File: src/hdl/mpdm_ram.sv
// Generic single-write, single-read RAM with registered read data.
`default_nettype none
module mpdm_ram #(
    parameter int WIDTH = 16,
    parameter int DEPTH = 256
) (
    input  wire logic                     clk,
    input  wire logic                     we,
    input  wire logic [$clog2(DEPTH)-1:0] waddr,
    input  wire logic [WIDTH-1:0]         wdata,
    input  wire logic [$clog2(DEPTH)-1:0] raddr,
    output logic      [WIDTH-1:0]         rdata
);

    logic [WIDTH-1:0] mem [DEPTH];
    logic [WIDTH-1:0] rd_data_reg;

    always_ff @(posedge clk)
    begin
        if (we)
        begin
            mem[waddr] <= wdata;
        end
        rd_data_reg <= mem[raddr];
    end

    assign rdata = rd_data_reg;

endmodule
`default_nettype wire

File: config.mk
export PLATFORM = sky130hd
export DESIGN_NAME = mpdm_ram
export DESIGN_NICKNAME = d
export VERILOG_FILES = /design/src/hdl/mpdm_ram.sv
export SDC_FILE = /design/constraint.sdc
export NUM_CORES = 2
export LEC_CHECK = 0
export BUFFER_PORTS_ARGS = -buffer_cell sky130_fd_sc_hd__buf_2
export CAP_MARGIN = 20
export CORE_MARGIN = 2
export CORE_UTILIZATION = 38
export CTS_CLUSTER_DIAMETER = 150
export DETAILED_ROUTE_END_ITERATION = 8
export PLACE_DENSITY = 0.63
export SYNTH_ARGS = -nofsm -noshare
export SYNTH_HDL_FRONTEND = slang
export SYNTH_SLANG_ARGS = --single-unit
File: constraint.sdc
create_clock -name clk -period 8.85 [get_ports clk]
set_input_delay 2.2125 -clock clk [delete_from_list [all_inputs] [get_ports clk]]
set_output_delay 2.2125 -clock clk [all_outputs]
set_load 0.01 [all_outputs]
==> flow_metrics.env <==
export IMPL_yosysTopAreaCell="edfxtp_1"
export IMPL_final_core_util=0.432
export IMPL_maxCapViolCount=0
export IMPL_port_buffers=49
export IMPL_cts_max_path_buffers=4
export IMPL_layout_drive_gt1_share=0.246
export IMPL_path_class="in -> reg"
export IMPL_firstDrtPassIters=6
export IMPL_io_pins=50
export IMPL_postSynthCellCount=7360
export IMPL_r2r_end="rdata[15]$_DFF_P_"
export IMPL_dpl_hpwl_um=248000
export IMPL_grt_pass1_vias=78574
export IMPL_p_total_w=0.0397
export IMPL_cp_cell_sequence="buf_8 > buf_12 > nor2b_1 > a221oi_1 > o21ai_0 > nand4_1 > or4b_1 > nor4_2"
export IMPL_max_freq_ghz=0.176
export IMPL_die_width_um=650
export IMPL_ir_drop_v=0.000190
export IMPL_cts_resized=0
export IMPL_antenna_found_initial=37
export IMPL_num_vias=79016
export IMPL_nFillCells=35180
export IMPL_clk_pin_slew_ns=0.06
export IMPL_cts_hold_buf=0
export IMPL_cp_arrival_ns=6.53
export IMPL_synth_avg_cell_area_um2=21.6
export IMPL_clock_skew_ns=0.0718
export IMPL_num_rows=237
export IMPL_cp_top_family="simple AND/OR/NAND/NOR gates"
export IMPL_yosysUniqueCellTypes=52
export IMPL_startpoint_type="input port"
export IMPL_clkSinkCount=4112
export IMPL_hold_path_class="reg -> reg"
export IMPL_netlist_area_leader_share=0.775
export IMPL_layout_common_cells="4096 x edfxtp_1, 797 x mux4_2, 565 x mux2i_1"
export IMPL_critPathMaxFanout=93
export IMPL_power_density_nw_per_um2=221
export IMPL_ant_nets=0
export IMPL_dieArea_um2=423000
export IMPL_finalSetupViolations=0
export IMPL_tightestPinTransition_ns=1.21
export IMPL_crit_buf_inv=2
export IMPL_slowest_stage="nor2b_1"
export IMPL_gp_congestion=0.864
export IMPL_synth_seq_cells=4112
export IMPL_synth_seq_area_share=0.777
export IMPL_rsz0062_at_grt="false"
export IMPL_route_detailed_wl_per_inst_um=31.1
export IMPL_relSlewSlack=0.196
export IMPL_post_cts_buffers=0
export IMPL_final_common_cell="edfxtp_1"
export IMPL_slowest_delay_ns=0.88
export IMPL_rrSetupSlack_ns=5.76
export IMPL_grt_pass1_wl_um=597000
export IMPL_yosys_top_cells_area="edfxtp_1 77%, mux4_2 11%, mux2i_1 3.6%"
export IMPL_cp_required_ns=9.71
export IMPL_synth_async_reset_ratio=0
export IMPL_drc_errors=0
export IMPL_finalCritPeriodShare=0.641
export IMPL_nNetsFinal=7800
export IMPL_multiInputGateArea_um2=33000
export IMPL_cp_num_cells=8
export IMPL_regArea_um2=123000
export IMPL_crit_path_start="raddr[1]"
export IMPL_areaGrowthSynthToFinish_pct=13.4
export IMPL_cellLeakagePower_nw=56.2
export IMPL_cp_endpoint="rdata[4]$_DFF_P_"
export IMPL_wl_um=424000
export IMPL_hold_violations=0
export IMPL_placed_area_um2=167000
export IMPL_grtUsageTotal=0.196
export IMPL_start_util=0.381
export IMPL_avgViaCountPerCell=5.80
export IMPL_ys_flop_type="edfxtp_1"
export IMPL_die_y_um=650
export IMPL_syn_num_nets=7394
export IMPL_grt_max_degree=185
export IMPL_synthesis_area_um2=159000
export IMPL_htreeDepth=5
export IMPL_yosys_warnings=0
export IMPL_grt_overflow_total=0
export IMPL_fin_area_um2=180000
export IMPL_cts_tree="done"
export IMPL_cts_root_buf="clkbuf_16"
export IMPL_core_area_um2=416000
export IMPL_end_kind="flop"
export IMPL_numCtsBuffers=396
export IMPL_timing_rr_start="mem[128][15]$_DFFE_PP_"
export IMPL_finalMaxSlewViolations=0
export IMPL_fin_setup_tns_ns=0
export IMPL_r2r_cells=7
export IMPL_final_min_clock_period_ns=5.67
export IMPL_synth_edf_count=4096
export IMPL_insertion_delay_ns=0.98
export IMPL_status="completed"
export IMPL_drt_iter0_markers=10431
-- cell families (layout without fill, tap and decap cells) --
family / after synthesis / in the layout / share of synthesized area
other: 0 / 29 / 0
buffers and inverters: 456 / 1188 / 0.0169
flip-flops: 4112 / 4112 / 0.777
AND/OR/NAND/NOR: 556 / 556 / 0.0157
multiplexers: 1450 / 1450 / 0.155
AO/OA/AOI/OAI: 786 / 786 / 0.0354
-- tightest hold or removal path: stages (launching register included) --
cell and delay, ns:
edfxtp_1 0.35, mux2i_1 0.14, o22ai_1 0.13, mux2i_1 0.15, a22oi_1 0.13, nand4_1 0.11, nor4_1 0.05
-- flip-flops by register name, summed over array words and instances (netlist names) --
register  count
rdata        16
mem        4096
-- layer usage --
layer,up-vias,share of wire,GRT usage
met5,-,0.00022,0
met2,4013,0.48,0.321
li1,32118,-,-
met3,730,0.085,0.0325
met1,42141,0.39,0.263
met4,14,0.044,0.0769
-- how the worst min path moves through the flow --
stage,startpoint,to,slack (ns),cells after the start
CTS,mem[99][8]$_DFFE_PP_,rdata[8]$_DFF_P_,1.07,6
finish,mem[122][15]$_DFFE_PP_,rdata[15]$_DFF_P_,1.08,6
detailed placement,mem[218][3]$_DFFE_PP_,rdata[3]$_DFF_P_,1.06,6
floorplan,mem[232][1]$_DFFE_PP_,rdata[1]$_DFF_P_,0.85,6
global placement,mem[120][15]$_DFFE_PP_,rdata[15]$_DFF_P_,1.06,6
global route,mem[122][15]$_DFFE_PP_,rdata[15]$_DFF_P_,1.13,6
-- Yosys cell counts, drive strengths merged, types with 9 or more instances --
| master | instances |
|---|---|
| nor4 | 18 |
| o22ai | 148 |
| a22o | 32 |
| nor2 | 304 |
| mux2i | 565 |
| buf | 222 |
| nor2b | 9 |
| a211oi | 18 |
| mux2 | 88 |
| o21ai | 38 |
| o31ai | 16 |
| nand4 | 26 |
| o32ai | 21 |
| mux4 | 797 |
| nand3 | 35 |
| clkbuf | 230 |
| edfxtp | 4096 |
| a22oi | 43 |
| a21oi | 175 |
| nand2 | 38 |
| dfxtp | 16 |
| and3 | 11 |
| a221oi | 28 |
| nor3 | 92 |
| o221ai | 253 |
-- area by class of cell --
| cell class | instances | area share |
|---|---|---|
| Tap cell | 5497 | 0.0382 |
| Inverter | 4 | 0.000153 |
| Clock buffer | 502 | 0.0582 |
| Antenna cell | 29 | 0.000403 |
| Sequential cell | 4112 | 0.685 |
| Timing Repair Buffer | 460 | 0.0236 |
| Multi-Input combinational cell | 2792 | 0.183 |
| Clock inverter | 222 | 0.0106 |
-- power by group --
group          total [W]  internal, W  switching, W
clock network     0.0163      0.00909       0.00718
registers         0.0215       0.0215     0.0000559
logic            0.00194     0.000656       0.00129
-- metrics by stage --
stage,worst slack [ns],hold slack [ns],cells
finish,3.18,1.08,13618
floorplan,4.47,0.854,7360
global placement,2.21,1.06,12812
global route,3.18,1.13,13604
detailed placement,2.34,1.06,12851
CTS,3.35,1.07,13575
No activity file was read; power rests on OpenSTA's default activity.
